--- src/rtl/core/dbtt_pkg.sv ---
// ----------------------------------------------------------------------------
// dbtt_pkg
// Shared types, codes and constants of the decoded block tag table.
// ----------------------------------------------------------------------------
package dbtt_pkg;

    localparam int TABLE_BITS        = 12;
    localparam int TSIZE             = 1 << TABLE_BITS;
    localparam int FULL_SLOTS        = TSIZE * 3 / 4;
    localparam int INSN_POOL         = 16384;
    localparam int OPERAND_POOL      = 49152;
    localparam int BYTE_POOL         = 81920;
    localparam int MAX_BLOCK_INSNS   = 64;
    localparam int MAX_INSN_OPERANDS = 10;
    localparam int MAX_INSN_BYTES    = 15;

    localparam logic [63:0] GOLDEN = 64'h9E37_79B9_7F4A_7C15;
    localparam logic [63:0] TOMB   = '1;
    localparam int HASH_TERMS      = 6;

    typedef logic [TABLE_BITS-1:0] slot_t;

    typedef enum logic [2:0] {
        CMD_LOOKUP = 3'd0,
        CMD_INSERT = 3'd1,
        CMD_INVAL  = 3'd2,
        CMD_FLUSH  = 3'd3,
        CMD_DROP   = 3'd4
    } cmd_t;

    typedef struct packed {
        logic [63:0] addr;
        logic [7:0]  mode;
        logic [9:0]  length;
        logic [13:0] first_insn;
        logic [6:0]  insn_count;
        logic [16:0] byte_offset;
    } entry_t;

    localparam int ENTRY_W = $bits(entry_t);

    typedef enum logic [1:0] {A_SWEEP, A_PROBE, A_DROP} addr_sel_t;
    typedef enum logic [1:0] {WR_NONE, WR_ZERO, WR_TOMB, WR_ENTRY} wr_sel_t;
    typedef enum logic [2:0] {RES_NONE, RES_ZERO, RES_HIT, RES_INS, RES_FLUSH} res_sel_t;

    typedef struct packed {
        logic      load_req;
        logic      hash_clear;
        logic      hash_step;
        logic      probe_init;
        logic      probe_next;
        logic      sweep_clr;
        logic      sweep_inc;
        logic      clr_counters;
        logic      set_flushed;
        logic      commit_insert;
        logic      out_set;
        addr_sel_t addr_sel;
        wr_sel_t   wr_sel;
        res_sel_t  res_sel;
    } ctrl_t;

    typedef struct packed {
        logic [2:0] cmd;
        logic       reserved_addr;
        logic       hash_done;
        logic       need_flush;
        logic       sweep_last;
        logic       probe_last;
        logic       entry_empty;
        logic       entry_match;
        logic       entry_claim;
        logic       inval_hit;
        logic       out_free;
    } stat_t;

endpackage

--- src/rtl/core/dbtt_ctrl.sv ---
// ----------------------------------------------------------------------------
// dbtt_ctrl
// Sequencer of the tag table: hash, probe, sweep and result hand-off.
// ----------------------------------------------------------------------------
module dbtt_ctrl (
    input  logic           clk,
    input  logic           rst_n,
    input  logic           in_valid,
    output logic           in_stall,
    input  dbtt_pkg::stat_t stat,
    output dbtt_pkg::ctrl_t ctrl
);
    import dbtt_pkg::*;

    typedef enum logic [11:0] {
        S_CLEAR    = 12'b0000_0000_0001,
        S_IDLE     = 12'b0000_0000_0010,
        S_DISP     = 12'b0000_0000_0100,
        S_HASH     = 12'b0000_0000_1000,
        S_HOME     = 12'b0000_0001_0000,
        S_PRB_RD   = 12'b0000_0010_0000,
        S_PRB_CHK  = 12'b0000_0100_0000,
        S_INV_RD   = 12'b0000_1000_0000,
        S_INV_CHK  = 12'b0001_0000_0000,
        S_DROP_RD  = 12'b0010_0000_0000,
        S_DROP_CHK = 12'b0100_0000_0000,
        S_DONE     = 12'b1000_0000_0000
    } state_t;

    state_t state_reg, state_next;
    logic   ret_reg, ret_next;

    assign in_stall = (state_reg != S_IDLE);

    always_ff @(posedge clk or negedge rst_n)
    begin
        if (!rst_n)
        begin
            state_reg <= S_CLEAR;
            ret_reg   <= 1'b0;
        end
        else
        begin
            state_reg <= state_next;
            ret_reg   <= ret_next;
        end
    end

    always_comb
    begin
        state_next = state_reg;
        ret_next   = ret_reg;
        ctrl       = '0;
        ctrl.addr_sel = A_SWEEP;
        ctrl.wr_sel   = WR_NONE;
        ctrl.res_sel  = RES_NONE;
        case (state_reg)
            S_CLEAR:
            begin
                ctrl.wr_sel    = WR_ZERO;
                ctrl.sweep_inc = 1'b1;
                if (stat.sweep_last)
                begin
                    ret_next = 1'b0;
                    if (!ret_reg)
                        state_next = S_IDLE;
                    else if (stat.cmd == CMD_INSERT)
                        state_next = S_HOME;
                    else
                    begin
                        ctrl.res_sel = RES_FLUSH;
                        state_next   = S_DONE;
                    end
                end
            end
            S_IDLE:
            begin
                if (in_valid)
                begin
                    ctrl.load_req = 1'b1;
                    state_next    = S_DISP;
                end
            end
            S_DISP:
            begin
                case (stat.cmd)
                    CMD_LOOKUP, CMD_INSERT:
                    begin
                        if (stat.reserved_addr)
                        begin
                            ctrl.res_sel = RES_ZERO;
                            state_next   = S_DONE;
                        end
                        else
                        begin
                            ctrl.hash_clear = 1'b1;
                            state_next      = S_HASH;
                        end
                    end
                    CMD_INVAL:
                    begin
                        ctrl.sweep_clr = 1'b1;
                        state_next     = S_INV_RD;
                    end
                    CMD_FLUSH:
                    begin
                        ctrl.sweep_clr    = 1'b1;
                        ctrl.clr_counters = 1'b1;
                        ret_next          = 1'b1;
                        state_next        = S_CLEAR;
                    end
                    CMD_DROP:
                        state_next = S_DROP_RD;
                    default:
                    begin
                        ctrl.res_sel = RES_ZERO;
                        state_next   = S_DONE;
                    end
                endcase
            end
            S_HASH:
            begin
                ctrl.hash_step = 1'b1;
                if (stat.hash_done)
                    state_next = S_HOME;
            end
            S_HOME:
            begin
                if (stat.cmd == CMD_INSERT && stat.need_flush)
                begin
                    ctrl.sweep_clr    = 1'b1;
                    ctrl.clr_counters = 1'b1;
                    ctrl.set_flushed  = 1'b1;
                    ret_next          = 1'b1;
                    state_next        = S_CLEAR;
                end
                else
                begin
                    ctrl.probe_init = 1'b1;
                    state_next      = S_PRB_RD;
                end
            end
            S_PRB_RD:
            begin
                ctrl.addr_sel = A_PROBE;
                state_next    = S_PRB_CHK;
            end
            S_PRB_CHK:
            begin
                ctrl.addr_sel = A_PROBE;
                if (stat.cmd == CMD_INSERT)
                begin
                    if (stat.entry_claim)
                    begin
                        ctrl.wr_sel        = WR_ENTRY;
                        ctrl.commit_insert = 1'b1;
                        ctrl.res_sel       = RES_INS;
                        state_next         = S_DONE;
                    end
                    else
                    begin
                        ctrl.probe_next = 1'b1;
                        state_next      = S_PRB_RD;
                    end
                end
                else if (stat.entry_empty)
                begin
                    ctrl.res_sel = RES_ZERO;
                    state_next   = S_DONE;
                end
                else if (stat.entry_match)
                begin
                    ctrl.res_sel = RES_HIT;
                    state_next   = S_DONE;
                end
                else if (stat.probe_last)
                begin
                    ctrl.res_sel = RES_ZERO;
                    state_next   = S_DONE;
                end
                else
                begin
                    ctrl.probe_next = 1'b1;
                    state_next      = S_PRB_RD;
                end
            end
            S_INV_RD:
                state_next = S_INV_CHK;
            S_INV_CHK:
            begin
                if (stat.inval_hit)
                    ctrl.wr_sel = WR_TOMB;
                if (stat.sweep_last)
                begin
                    ctrl.res_sel = RES_ZERO;
                    state_next   = S_DONE;
                end
                else
                begin
                    ctrl.sweep_inc = 1'b1;
                    state_next     = S_INV_RD;
                end
            end
            S_DROP_RD:
            begin
                ctrl.addr_sel = A_DROP;
                state_next    = S_DROP_CHK;
            end
            S_DROP_CHK:
            begin
                ctrl.addr_sel = A_DROP;
                if (!stat.entry_empty)
                    ctrl.wr_sel = WR_TOMB;
                ctrl.res_sel = RES_ZERO;
                state_next   = S_DONE;
            end
            S_DONE:
            begin
                if (stat.out_free)
                begin
                    ctrl.out_set = 1'b1;
                    state_next   = S_IDLE;
                end
            end
            default:
                state_next = S_CLEAR;
        endcase
    end

endmodule

--- config.mk ---
export PLATFORM = sky130hd
export DESIGN_NAME = dbtt_ctrl
export DESIGN_NICKNAME = d
export VERILOG_FILES = /design/src/rtl/core/dbtt_pkg.sv /design/src/rtl/core/dbtt_ctrl.sv
export SDC_FILE = /design/constraint.sdc
export NUM_CORES = 1
export LEC_CHECK = 0
export ABC_AREA = 1
export BUFFER_PORTS_ARGS = -buffer_cell sky130_fd_sc_hd__buf_2
export CORE_MARGIN = 1.5
export CORE_UTILIZATION = 45
export CTS_CLUSTER_SIZE = 28
export DETAILED_ROUTE_END_ITERATION = 16
export PLACE_DENSITY_LB_ADDON = 0.1
export SYNTH_ARGS = -nofsm -noshare
export SYNTH_HDL_FRONTEND = slang
export SYNTH_SLANG_ARGS = --single-unit
--- constraint.sdc ---
create_clock -name clk -period 1.6 [get_ports clk]
set_clock_uncertainty 0.05 [all_clocks]
set_input_delay 0.24 -clock clk [delete_from_list [all_inputs] [get_ports clk]]
set_output_delay 0.24 -clock clk [all_outputs]
set_load 0.02 [all_outputs]
==> summary.md, run 1 <==
| Metric | Value |
|---|---|
| DP Wirelength | `between 2 and 3 mm` |
| Placer Congestion | `between 0.8 and 0.9` |
| Worst_ep grt | `ctrl[0]` |
| Stop err | `[ERROR GRT-0232] Routing congestion too high. Check the congestion heatmap in the GUI.` |
| H-tree depth | `1` |
| Register area share after synthesis | `0.297` |
| Dominant cells by area after synthesis | `dfrtp_1 (27%), nand2_1 (14%), inv_1 (13%), nor2_1 (9.9%), nand3_1 (4.1%)` |
| Largest area contributor in the netlist | `dfrtp_1` |
| Synth Register Bits | `13` |
| Number of synthesized flops with an enable pin | `0` |
| Post-Syn Area | `~1100 sq um` |
| Top-area cell type share of the netlist area | `0.273` |
| Count leader, synth | `nand2_1` |
| Synth Area in Adders | `0` |
| Chip height | `between 50 and 60 um` |
| Post-DP Area | `~1600 sq um` |
| Global-route usage over all layers | `0.603` |
| Clk root buf | `clkbuf_4` |
| CTS Buffer Depth | `2` |
| Core Rows | `17` |
| Post-Synthesis Cells | `around 180` |
| Status | `aborted with a tool error` |
| Post-synth top flop | `dfrtp_1` |
| Place WS | `-171 ps` |
| Syn nets | `between 150 and 200` |
| CTS Buf Count | `3` |
| Yosys cell types | `28` |
| Overflow after GRT | `18` |
| Simple-Gate Fraction of Synth Area | `0.467` |
| Initial Utilization | `0.488` |
| Xor and xnor fraction of the mapped netlist area | `0` |
| Port Buffers | `34` |
| Avg Cell Area, Syn | `6.29 sq um` |
| Synth top cells by count | `nand2_1 (40), inv_1 (37), nor2_1 (29)` |
| Top Ports | `35` |
| CTS sink count | `13` |
| Multiplexer area fraction after synthesis | `0` |
| Largest family of logic cells by synthesized area | `simple AND/OR/NAND/NOR gates` |
| Synth Warn # | `0` |
| Ys async rst share | `1.00` |
| Stop stage | `global routing` |
| Worst_ep kind | `top-level output` |
| Largest net degree at the start of global routing | `14` |
| Die Width | `about 52 um` |
| Synth Area in Compound Gates | `0.110` |
through the flow:
stage,instances,setup TNS [ps],hold slack [ps],utilization
2_1_floorplan,175,-150,-106,-
3_3_place_gp,277,-792,91.4,0.725
3_5_place_dp,277,-1680,99.6,0.725
4_1_cts,291,-6550,94.3,0.890
routing by layer:
layer,GRT overflow,GRT usage
met1,1,0.578
met2,12,0.875
met3,0,0.297
met4,5,0.667
met5,0,0
kinds of logic after synthesis:
kind of cell,after synthesis
flops,13
buf+inv,37
compound gates,20
simple gates,105
timing repair:
action / CTS
endpoints found under the setup margin: 25
buffers inserted: 11
endpoints found under the hold margin: 12
pin swaps: 19
hold buffers: 1
resized for setup: 82
==> run 2, diff against run 1 <==
--- a/config.mk
+++ b/config.mk
@@ -7,11 +7,10 @@
 export LEC_CHECK = 0
 export ABC_AREA = 1
 export BUFFER_PORTS_ARGS = -buffer_cell sky130_fd_sc_hd__buf_2
-export CORE_MARGIN = 1.5
-export CORE_UTILIZATION = 45
-export CTS_CLUSTER_SIZE = 28
+export CORE_AREA = 2 2 63 65
 export DETAILED_ROUTE_END_ITERATION = 16
-export PLACE_DENSITY_LB_ADDON = 0.1
+export DIE_AREA = 0 0 65 67
+export PLACE_DENSITY_LB_ADDON = 0.15
 export SYNTH_ARGS = -nofsm -noshare
 export SYNTH_HDL_FRONTEND = slang
 export SYNTH_SLANG_ARGS = --single-unit
==> constraint.sdc (replaced) <==
create_clock -name clk -period 2.1 [get_ports clk]
set_clock_uncertainty 0.05 [all_clocks]
set_input_delay 0.315 -clock clk [delete_from_list [all_inputs] [get_ports clk]]
set_output_delay 0.315 -clock clk [all_outputs]
set_load 0.02 [all_outputs]
==> run 2 against run 1 <==
- the run now ends clean
- area after synthesis is the same
- synthesized cell count is the same
==> summary.md, run 2 <==
| Metric | Value |
|---|---|
| Final hold slack | `around 230 ps` |
| CP max stage delay | `roughly 560 ps` |
| Post-Syn Area | `1100 sq um (unchanged)` |
| Worst Path Buf+Inv | `2` |
| Layout cells sized above 1 | `0.369` |
| DP Wirelength | `2.51 mm (was 2.76 mm)` |
| FF+latch area | `328 sq um` |
| Crit. End Element | `output pin` |
| Worst Hold Class | `input pin to flop` |
| Fillers | `~400` |
| Multi-input logic area | `a little over 700 sq um` |
| Area grow syn2layout | `39.8%` |
| Final instance area | `between 1500 and 2000 sq um` |
| Reg clk slew, reported paths | `~70 ps` |
| CTS sink count | `13 (unchanged)` |
| CP Data Arrival Time | `between 1500 and 2000 ps` |
| Sw frac | `0.452` |
| Clock share of power | `0.222` |
| Layout Utilization | `0.427` |
| Most frequent cells in the layout | `nand2_1 (36), inv_1 (34), buf_2 (31)` |
| Chip height | `67 um (was 52.5 um)` |
| Largest net degree at the start of global routing | `14` |
| Yosys cell types | `28 (unchanged)` |
| Met2 WL post-DR | `1.42 mm` |
| Psw | `between 0.0005 and 0.0006 W` |
| Synth top cells by count | `nand2_1 (40), inv_1 (37), nor2_1 (29) (unchanged)` |
| Delay-heaviest family, CP | `simple AND/OR/NAND/NOR gates` |
| Static Leak | `between 0.8 and 0.9 nW` |
| Syn nets | `191 (unchanged)` |
| Nets | `about 240` |
| Clock tree from TritonCTS | `yes` |
| Clk root buf | `clkbuf_8 (was clkbuf_4)` |
| CP Data Required Time | `roughly 1700 ps` |
| Number of global-route vias before repair | `between 1k and 1.5k` |
| CP most frequent cell | `nand2_2` |
| Initial antenna violation count | `0` |
| Clk Latency, worst-skew pair | `260 ps` |
| Overflow after GRT | `0` |
| Drt via density | `around 4.5` |
| Power share of the combinational group | `0.501` |
| Dominant cells by area after synthesis | `dfrtp_1 (27%), nand2_1 (14%), inv_1 (13%), nor2_1 (9.9%), nand3_1 (4.1%) (unchanged)` |
| Minimum clock period | `approximately 2100 ps` |
| Critical path class | `flop to output pin` |
| Antenna violation net count after detailed routing | `0` |
| Highest metal used | `met4` |
| Core Footprint | `around 3600 sq um` |
| Top Ports | `35 (unchanged)` |
| Initial Utilization | `0.305 (was 0.488)` |
| Metal-1 WL | `1.47 mm` |
| RSZ-0062 raised after global routing | `true` |
| Final WS setup | `~38 ps` |
| Synth Warn # | `0 (unchanged)` |
| Via count | `1214` |
| Number of synthesized flops with an enable pin | `0 (unchanged)` |
| CP max stage cell | `dfstp_2` |
| Int Pwr | `0.000617 W` |
| Die footprint | `approximately 4400 sq um` |
| Port Buffers | `34 (unchanged)` |
| Worst Tran Pin Value | `~310 ps` |
| DR WL/cell | `roughly 11 um` |
| Post-synth top flop | `dfrtp_1 (unchanged)` |
| CTS Buf Count | `3 (unchanged)` |
| Final hold violation count | `0` |
| Initial detailed-routing violation count | `63` |
| Post-Synthesis Cells | `175 (unchanged)` |
| Worst relative slew slack | `0.794` |
| Max reg flops | `12` |
| Placer Congestion | `0.894 (was 0.849)` |
| DR DRC count | `0` |
| Status | `completed (was aborted with a tool error)` |
| Synth Register Bits | `13 (unchanged)` |
| Ys async rst share | `1.00 (unchanged)` |
| Critical Path, Cell by Cell | `nor2_2 -> nand2_2 -> nor2_4 -> nand2_2 -> inv_2 -> o211ai_1 -> nand3b_1 -> or2_4 -> buf_6` |
| Avg Cell Area, Syn | `6.29 sq um (unchanged)` |
| Drt first pass iters | `4` |
| Register area share after synthesis | `0.297 (unchanged)` |
| Core Rows | `22 (was 17)` |
| Fmax | `485 MHz` |
| VDD IR max | `about 0.3 mV` |
| Post-DP Area | `1340 sq um (was 1630 sq um)` |
| Global-route usage over all layers | `0.152` |
| Metal3 WL | `~150 um` |
| # setup viols final | `0` |
| Routed wire length | `roughly 3.1 mm` |
| CTS Buffer Depth | `2 (unchanged)` |
| Pwr/cell area | `732 nW/um^2` |
| Commonest non-fill, non-tap cell in the layout | `nand2_1` |
| Sequential power share | `0.278` |
| Die Width | `65 um (was 52.5 um)` |
| Largest area contributor in the netlist | `dfrtp_1 (unchanged)` |
| Max FO, Critical Path | `6` |
| Count leader, synth | `nand2_1 (unchanged)` |
| Place WS | `127 ps (was -171 ps)` |
| Top-area cell type share of the netlist area | `0.273 (unchanged)` |
| Final Max Tran Viols | `0` |
| Max_cap viols | `0` |
| Final period utilization | `0.982` |
| Diode count | `0` |
| H-tree depth | `1 (unchanged)` |
| Global-route wire length before repair | `5.04 mm` |
| Critical Path Start Type | `flop` |
## run 2: cell counts after synthesis
No cell type changed its count.
## run 2: final cells by class
cell class,instances,area share
Timing Repair Buffer,43,0.163
Clock buffer,3,0.0268
Multi-Input combinational cell,125,0.464
Inverter,37,0.0902
Sequential cell,13,0.213
Tap cell,48,0.0390
Clock inverter,1,0.00325
## run 2: kinds of logic after synthesis
logic type             count (synthesis)  synth area share
AOI/OAI and AO/OA                     20             0.110
buffers and inverters                 37             0.126
DFF                                   13             0.297
and+or+nand+nor                      105             0.467
## run 2: timing repair
item	CTS	global route
pin swaps	2	8
buffers inserted	1	6
gates resized for setup	8	20
endpoints found under the hold margin	12	0
hold buffers	1	0
setup endpoints to repair	3	10
## run 2: stage by stage
| stage | instances | setup TNS [ps] | power [W] |
|---|---|---|---|
| 2_1_floorplan | 175 | 0 | 0.000675 |
| 3_3_place_gp | 258 | 0 | 0.000809 |
| 3_5_place_dp | 258 | 0 | 0.000806 |
| 4_1_cts | 264 | -11.9 | 0.00107 |
| 5_1_grt | 270 | -48.8 | 0.00121 |
| 6_report | 270 | 0 | 0.00113 |
## run 2: power by group through the flow
stage | registers (W) | clock network [W] | logic, W
4_1_cts | 0.000307 | 0.000246 | 0.000516
3_5_place_dp | 0.000311 | 0 | 0.000495
5_1_grt | 0.000319 | 0.000259 | 0.000633
6_report | 0.000313 | 0.000249 | 0.000564
3_3_place_gp | 0.000311 | 0 | 0.000498
2_1_floorplan | 0.000307 | 0 | 0.000368
## run 2: worst reg2reg max path: cells and delay by family (launching register included)
kind	cells	cell delay, ps
AND/OR/NAND/NOR	7	730
flip-flops	1	430
buffers and inverters	2	200
AO/OA/AOI/OAI	1	100
## run 2: path summary, 6_finish.rpt
kind                         startpoint            end  slack (ps)  depth (start not counted)
setup / recovery           state_reg[0]        ctrl[0]          40                          9
hold reg to reg            state_reg[0]   state_reg[0]         510                          2
setup reg to reg           state_reg[8]   state_reg[0]         540                         10
max in group asynchronous         rst_n   state_reg[0]        1290                          2
min in group asynchronous         rst_n  state_reg[11]         430                          2
hold / removal                  stat[8]   state_reg[3]         230                          2
## run 2: routing by layer
metal,up-vias,GRT usage
met5,-,0
met4,0,0.0559
met3,5,0.0270
met2,32,0.245
met1,540,0.203
li1,637,-
Note: power is estimated with default switching activity, not from simulation.
==> run 3, diff against run 2 <==
==> constraint.sdc (replaced) <==
create_clock -name clk -period 2 [get_ports clk]
set_clock_uncertainty 0.05 [all_clocks]
set_input_delay 0.3 -clock clk [delete_from_list [all_inputs] [get_ports clk]]
set_output_delay 0.3 -clock clk [all_outputs]
set_load 0.02 [all_outputs]
==> run 3 against run 2 <==
- the run now ends with negative setup slack left
- clock power increased by 4%
- count of clock-buffer cells in the layout unchanged
- worst hold slack worse by 41 ps
- register-to-register slack worse by 160 ps
- sequential share of layout area down 1.8 points
- global-route usage rose by 0.78 points
- non-clock buffer count rose by 9
- via count is 5.6% higher
- power rose by 15%
- critical path type unchanged
- critical endpoint unchanged
- largest cell class unchanged
- highest routed layer unchanged
==> summary.md, run 3 (same netlist as run 2, synthesis figures left out) <==
| Metric | Value |
|---|---|
| Global-route wire length before repair | `5.23 mm (was 5.04 mm)` |
| Fin cells | `279 (was 270)` |
| DR WL/cell | `12.1 um (was 11.5 um)` |
| Core Footprint | `3610 sq um (unchanged)` |
| Worst Path Buf+Inv | `2 (unchanged)` |
| FF+latch area | `328 sq um (unchanged)` |
| Minimum clock period | `just over 2000 ps` |
| Final Max Tran Viols | `0 (unchanged)` |
| Worst Tran Pin Value | `321 ps (was 309 ps)` |
| CTS Buf Count | `3 (unchanged)` |
| Fmax | `about 490 MHz` |
| Number of cells on the critical path | `9 (unchanged)` |
| Worst R2R End | `ret_reg (was state_reg[0])` |
| Initial detailed-routing violation count | `73 (was 63)` |
| CTS Buffer Depth | `2 (unchanged)` |
| CP Data Arrival Time | `1700 ps (about the same)` |
| Crit. End Element | `output pin (unchanged)` |
| Max reg flops | `12 (unchanged)` |
| Port Buffers | `34 (unchanged)` |
| Via count | `1282 (was 1214)` |
| Area grow syn2layout | `52.6% (was 39.8%)` |
| Setup TNS | `-52.0 ps (was 0 ps)` |
| Max FO, Critical Path | `3 (was 6)` |
| Final period utilization | `1.03` |
| Place WS | `66.9 ps (was 127 ps)` |
| Worst Hold Class | `input pin to flop (unchanged)` |
| Final WS setup | `-52.0 ps (was 38.3 ps)` |
| Static Leak | `0.921 nW (was 0.874 nW)` |
| # setup viols final | `1 (was 0)` |
| Chip height | `67 um (unchanged)` |
| Failing checks | `negative setup slack` |
| H-tree depth | `1 (unchanged)` |
| Clk root buf | `clkbuf_8 (unchanged)` |
| Worst relative slew slack | `0.786 (was 0.794)` |
| Clk Latency, worst-skew pair | `260 ps (about the same)` |
| Global-route usage over all layers | `0.160 (was 0.152)` |
| Reg clk slew, reported paths | `70 ps (about the same)` |
| Max_cap viols | `0 (unchanged)` |
| Commonest non-fill, non-tap cell in the layout | `nand2_1 (unchanged)` |
| Overflow after GRT | `0 (unchanged)` |
| Drt first pass iters | `4 (unchanged)` |
| Routed wire length | `3.38 mm (was 3.10 mm)` |
| Initial Utilization | `0.305 (unchanged)` |
| Critical Path Start Type | `flop (unchanged)` |
| Critical Path, Cell by Cell | `nor2_2 -> nand2_2 -> nor2_4 -> nand2_2 -> inv_2 -> o211ai_1 -> nand3b_1 -> or2_4 -> buf_6 (unchanged)` |
| VDD IR max | `0.383 mV (was 0.306 mV)` |
| Hold Startpoint | `stat[8] (unchanged)` |
| DP Wirelength | `2.53 mm (was 2.51 mm)` |
| Final hold violation count | `0 (unchanged)` |
| Die footprint | `4360 sq um (unchanged)` |
| Top Ports | `35 (unchanged)` |
| Number of global-route vias before repair | `1137 (was 1149)` |
| CTS sink count | `13 (unchanged)` |
| Nets | `248 (was 239)` |
| Core Rows | `22 (unchanged)` |
| Status | `finished with violations (was completed)` |
| Delay-heaviest family, CP | `simple AND/OR/NAND/NOR gates (unchanged)` |
| Diode count | `0 (unchanged)` |
| Design Power | `0.00130 W (was 0.00113 W)` |
| Initial antenna violation count | `0 (unchanged)` |
| CP Data Required Time | `1650 ps (was 1740 ps)` |
| Die Width | `65 um (unchanged)` |
| Drt via density | `4.59 (was 4.50)` |
| Hold Path Sink | `state_reg[3] (unchanged)` |
| RR Startpoint | `state_reg[7] (was state_reg[8])` |
| Fillers | `391 (was 404)` |
| Multi-input logic area | `743 sq um (was 714 sq um)` |
| Pwr/cell area | `773 nW/um^2 (was 732 nW/um^2)` |
| Flop-to-flop setup slack | `380 ps (was 540 ps)` |
| CP max stage cell | `dfstp_2 (unchanged)` |
| Layout cells sized above 1 | `0.420 (was 0.369)` |
| DR DRC count | `0 (unchanged)` |
| RSZ-0062 raised after global routing | `true (unchanged)` |
| Reg2reg path depth | `9 (was 10)` |
| CP most frequent cell | `nand2_2 (unchanged)` |
| Critical path class | `flop to output pin (unchanged)` |
| Most frequent cells in the layout | `nand2_1 (35), inv_1 (34), buf_2 (22), buf_4 (22), nor2_1 (21) (was nand2_1 (36), inv_1 (34), buf_2 (31))` |
| Worst hold path depth | `2 (unchanged)` |
| Antenna violation net count after detailed routing | `0 (unchanged)` |
| Largest net degree at the start of global routing | `14 (unchanged)` |
| Clock tree from TritonCTS | `yes (unchanged)` |
| CP max stage delay | `550 ps (was 560 ps)` |
| Placer Congestion | `0.808 (was 0.894)` |
| Placed Cells | `262 (was 258)` |
-- run 3: changes by cell type in the layout (fill, tap and decap cells not counted) --
| cell | change |
|---|---|
| nand2_1 | -1 |
| buf_2 | -9 |
| nor3_1 | -1 |
| nand2_2 | -1 |
| nor3_4 | -1 |
| nand3_2 | +1 |
| nand3_1 | -1 |
| buf_6 | +6 |
| nor2_4 | +1 |
| nor3_2 | +2 |
| buf_4 | +12 |
| nor2_1 | -3 |
| nand2_4 | +2 |
| nor2_2 | +2 |
-- run 3: routing by layer --
layer / track usage / part of all wire / up-vias
met1: 0.200 / 0.45 / 589
met3: 0.0287 / 0.044 / 3
met2: 0.277 / 0.50 / 32
li1: - / - / 658
met5: 0 / 0 / -
met4: 0.0532 / 0.0095 / 0
-- run 3: timing repair --
item                                   CTS  global route
resized for setup                       17            34
setup endpoints to repair                9            15
hold buffers                             1             0
pin swaps                                8             8
endpoints found under the hold margin   12             0
setup buffers                            6             6
-- run 3: area by class of cell --
type	instances	area share
clock buffer	3	0.0246
clock inverter	1	0.00298
inverter	37	0.0827
tap	48	0.0357
multi-input combinational	125	0.442
timing repair buffer	52	0.217
sequential	13	0.195
-- run 3: worst max-delay path by stage --
stage	end	from	slack, ps
after CTS	ctrl[0]	state_reg[0]	-10
after global routing	ctrl[0]	state_reg[0]	-140
after global placement	ctrl[11]	state_reg[3]	40
after floorplan	ctrl[2]	state_reg[9]	250
final	ctrl[0]	state_reg[0]	-50
after detailed placement	ctrl[11]	state_reg[3]	70
-- run 3: report_power, final --
group          switching, W  internal [W]
logic              0.000428      0.000286
registers         0.0000273      0.000300
clock network      0.000120      0.000138
total              0.000575      0.000724
-- run 3: stage by stage --
| stage | hold WS, ps | util | cell area, sq um |
|---|---|---|---|
| 2_1_floorplan | -45.6 | - | 1100 |
| 3_3_place_gp | 172 | 0.380 | 1370 |
| 3_5_place_dp | 168 | 0.380 | 1370 |
| 4_1_cts | 195 | 0.423 | 1530 |
| 5_1_grt | 195 | 0.466 | 1680 |
| 6_report | 191 | 0.466 | 1680 |
-- run 3: worst register-to-register path, delay by kind of cell, from the launching register on --
family	cells	cell delay, ps
AO/OA/AOI/OAI	1	110
flip-flops	1	400
buffers and inverters	2	310
AND/OR/NAND/NOR	6	710
==> run 4, diff against run 3 <==
--- a/config.mk
+++ b/config.mk
@@ -8,9 +8,11 @@
 export ABC_AREA = 1
 export BUFFER_PORTS_ARGS = -buffer_cell sky130_fd_sc_hd__buf_2
 export CORE_AREA = 2 2 63 65
+export CTS_BUF_LIST = sky130_fd_sc_hd__clkbuf_4
 export DETAILED_ROUTE_END_ITERATION = 16
 export DIE_AREA = 0 0 65 67
 export PLACE_DENSITY_LB_ADDON = 0.15
 export SYNTH_ARGS = -nofsm -noshare
 export SYNTH_HDL_FRONTEND = slang
 export SYNTH_SLANG_ARGS = --single-unit
+export TNS_END_PERCENT = 50
==> run 4 against run 3 <==
- the flow still finishes with violations (negative setup slack)
- combinational power rose by 0.6%
- core utilization rose by 0.52 points
- non-clock buffer count rose by 1
- final area rose by 1.1%
- routed wire length fell by 1.3%
- maximum frequency fell by 1.3%
- via count fell by 0.47%
- critical endpoint unchanged
- largest power group unchanged
==> summary.md, run 4 (same netlist as run 2, synthesis figures left out) <==
| Metric | Value |
|---|---|
| Status | `finished with violations (unchanged)` |
| Failing checks | `negative setup slack (unchanged)` |
| Overflow after GRT | `0 (unchanged)` |
| Clock tree from TritonCTS | `yes (unchanged)` |
| CTS Buffer Depth | `2 (unchanged)` |
| CTS sink count | `13 (unchanged)` |
| Worst relative slew slack | `0.757 (was 0.786)` |
| Initial antenna violation count | `0 (unchanged)` |
| Reg2reg path depth | `9 (unchanged)` |
| Worst hold path depth | `2 (unchanged)` |
| CTS Buf Count | `3 (unchanged)` |
| Most frequent cells in the layout | `nand2_1 (36), inv_1 (35), buf_4 (24) (was nand2_1 (35), inv_1 (34), buf_2 (22), buf_4 (22), nor2_1 (21))` |
| Reg clk slew, reported paths | `100 ps (was 70 ps)` |
| Critical path class | `flop to output pin (unchanged)` |
| Final hold slack | `143 ps (was 191 ps)` |
| Final Max Tran Viols | `0 (unchanged)` |
| Final period utilization | `1.04 (was 1.03)` |
| Pwr/cell area | `722 nW/um^2 (was 773 nW/um^2)` |
| Int Pwr | `0.000667 W (was 0.000724 W)` |
| Worst Hold Class | `input pin to flop (unchanged)` |
| Worst R2R End | `ret_reg (unchanged)` |
| Nets | `249 (was 248)` |
| Minimum clock period | `2080 ps (was 2050 ps)` |
| Max FO, Critical Path | `3 (unchanged)` |
| RR Startpoint | `state_reg[9] (was state_reg[7])` |
| Hold Startpoint | `stat[8] (unchanged)` |
| Layout cells sized above 1 | `0.422 (was 0.420)` |
| Via count | `1276 (was 1282)` |
| Number of global-route vias before repair | `1187 (was 1137)` |
| Sequential power share | `0.265 (was 0.252)` |
| Final WS setup | `-79.3 ps (was -52.0 ps)` |
| Fmax | `481 MHz (was 487 MHz)` |
| FF+latch area | `328 sq um (unchanged)` |
| Die Width | `65 um (unchanged)` |
| Core Footprint | `3610 sq um (unchanged)` |
| Flop-to-flop setup slack | `340 ps (was 380 ps)` |
| RSZ-0062 raised after global routing | `true (unchanged)` |
| Power share of the combinational group | `0.586 (was 0.549)` |
| Final instance area | `1700 sq um (was 1680 sq um)` |
| VDD IR max | `0.348 mV (was 0.383 mV)` |
| Placer Congestion | `0.808 (unchanged)` |
| Chip height | `67 um (unchanged)` |
| Global-route wire length before repair | `5.39 mm (was 5.23 mm)` |
| Largest net degree at the start of global routing | `14 (unchanged)` |
| Final hold violation count | `0 (unchanged)` |
| DP Wirelength | `2.53 mm (unchanged)` |
| # setup viols final | `4 (was 1)` |
| Crit. End Element | `output pin (unchanged)` |
| Antenna violation net count after detailed routing | `0 (unchanged)` |
| Area grow syn2layout | `54.3% (was 52.6%)` |
| CP Data Required Time | `1650 ps (about the same)` |
| Multi-input logic area | `758 sq um (was 743 sq um)` |
| Top Ports | `35 (unchanged)` |
| Max reg flops | `12 (unchanged)` |
| Drt via density | `4.56 (was 4.59)` |
| Diode count | `0 (unchanged)` |
| Die footprint | `4360 sq um (unchanged)` |
| H-tree depth | `1 (unchanged)` |
| DR WL/cell | `11.9 um (was 12.1 um)` |
| Initial detailed-routing violation count | `73 (unchanged)` |
| Post-DP Area | `1370 sq um (unchanged)` |
| Place WS | `66.9 ps (unchanged)` |
| Hold Path Sink | `state_reg[3] (unchanged)` |
| Clk Latency, worst-skew pair | `290 ps (was 260 ps)` |
| Static Leak | `0.921 nW (about the same)` |
| Drt first pass iters | `4 (unchanged)` |
| Layout Utilization | `0.471 (was 0.466)` |
| Clock share of power | `0.150 (was 0.199)` |
| Core Rows | `22 (unchanged)` |
| Global-route usage over all layers | `0.163 (was 0.160)` |
| Routed wire length | `3.33 mm (was 3.38 mm)` |
| Critical Path Start Type | `flop (unchanged)` |
| Clk root buf | `clkbuf_4 (was clkbuf_8)` |
| Initial Utilization | `0.305 (unchanged)` |
| Fillers | `375 (was 391)` |
| DR DRC count | `0 (unchanged)` |
| Port Buffers | `34 (unchanged)` |
| Psw | `0.000560 W (was 0.000575 W)` |
| CP Data Arrival Time | `1730 ps (was 1700 ps)` |
| Max_cap viols | `0 (unchanged)` |
| Sw frac | `0.456 (was 0.442)` |
| Worst Tran Pin Value | `363 ps (was 321 ps)` |
| Commonest non-fill, non-tap cell in the layout | `nand2_1 (unchanged)` |
## run 4: cell count changes in the layout (fill, tap and decap cells not counted), moves of 2 or more
cell      before  now
nor2_1        21   19
clkbuf_4       0    3
buf_6          7    9
buf_4         22   24
buf_2         22   19
clkbuf_8       3    0
## run 4: worst max-delay path by stage
stage,from,slack [ps],cells after the start,end
detailed placement,state_reg[3],70,8,ctrl[11]
floorplan,state_reg[9],250,5,ctrl[2]
CTS,state_reg[0],-60,8,ctrl[0]
global placement,state_reg[3],40,8,ctrl[11]
finish,state_reg[0],-80,9,ctrl[0]
global route,state_reg[0],-200,9,ctrl[0]
## run 4: layer usage
metal	global-route usage	part of all wire	vias up	wire length, um
met1	0.206	0.46	581	1520
met5	0	0	-	0
met2	0.287	0.50	30	1660
li1	-	-	662	-
met3	0.0287	0.038	3	127
met4	0.0399	0.0081	0	27
## run 4: metrics by stage
stage	power, W	TNS, ps	cells
CTS	0.00118	-216	279
finish	0.00123	-125	280
floorplan	0.000708	0	175
global placement	0.000876	0	262
global route	0.00133	-1210	280
detailed placement	0.000872	0	262
## run 4: area by class of cell
class,count,share of cell area
clock buffers,3,0.0133
clock inverters,1,0.00295
inverters,37,0.0817
multi-input cells,125,0.446
flip-flops and latches,13,0.193
well taps,48,0.0353
repair buffers,53,0.228
## run 4: critical path: stages, from the launching register on
cell      delay (ps)
dfstp_2          560
nor2_2            40
nand2_2          110
nor2_4            40
nand2_2           70
inv_2             50
o211ai_1          80
nand3b_1         110
or2_4            240
buf_6            130
## run 4: power groups by stage
stage	Combinational [W]	Clock, W	Sequential, W
2_1_floorplan	0.000386	0	0.000322
3_3_place_gp	0.000550	0	0.000326
3_5_place_dp	0.000544	0	0.000328
4_1_cts	0.000674	0.000186	0.000324
5_1_grt	0.000789	0.000209	0.000329
6_report	0.000718	0.000184	0.000325
## run 4: timing repair
action / in CTS / in global routing
buffers inserted: 12 / 1
pin swaps: 13 / 6
resized for setup: 31 / 28
endpoints found under the hold margin: 12 / 0
setup endpoints to repair: 13 / 17
hold buffers: 1 / 0
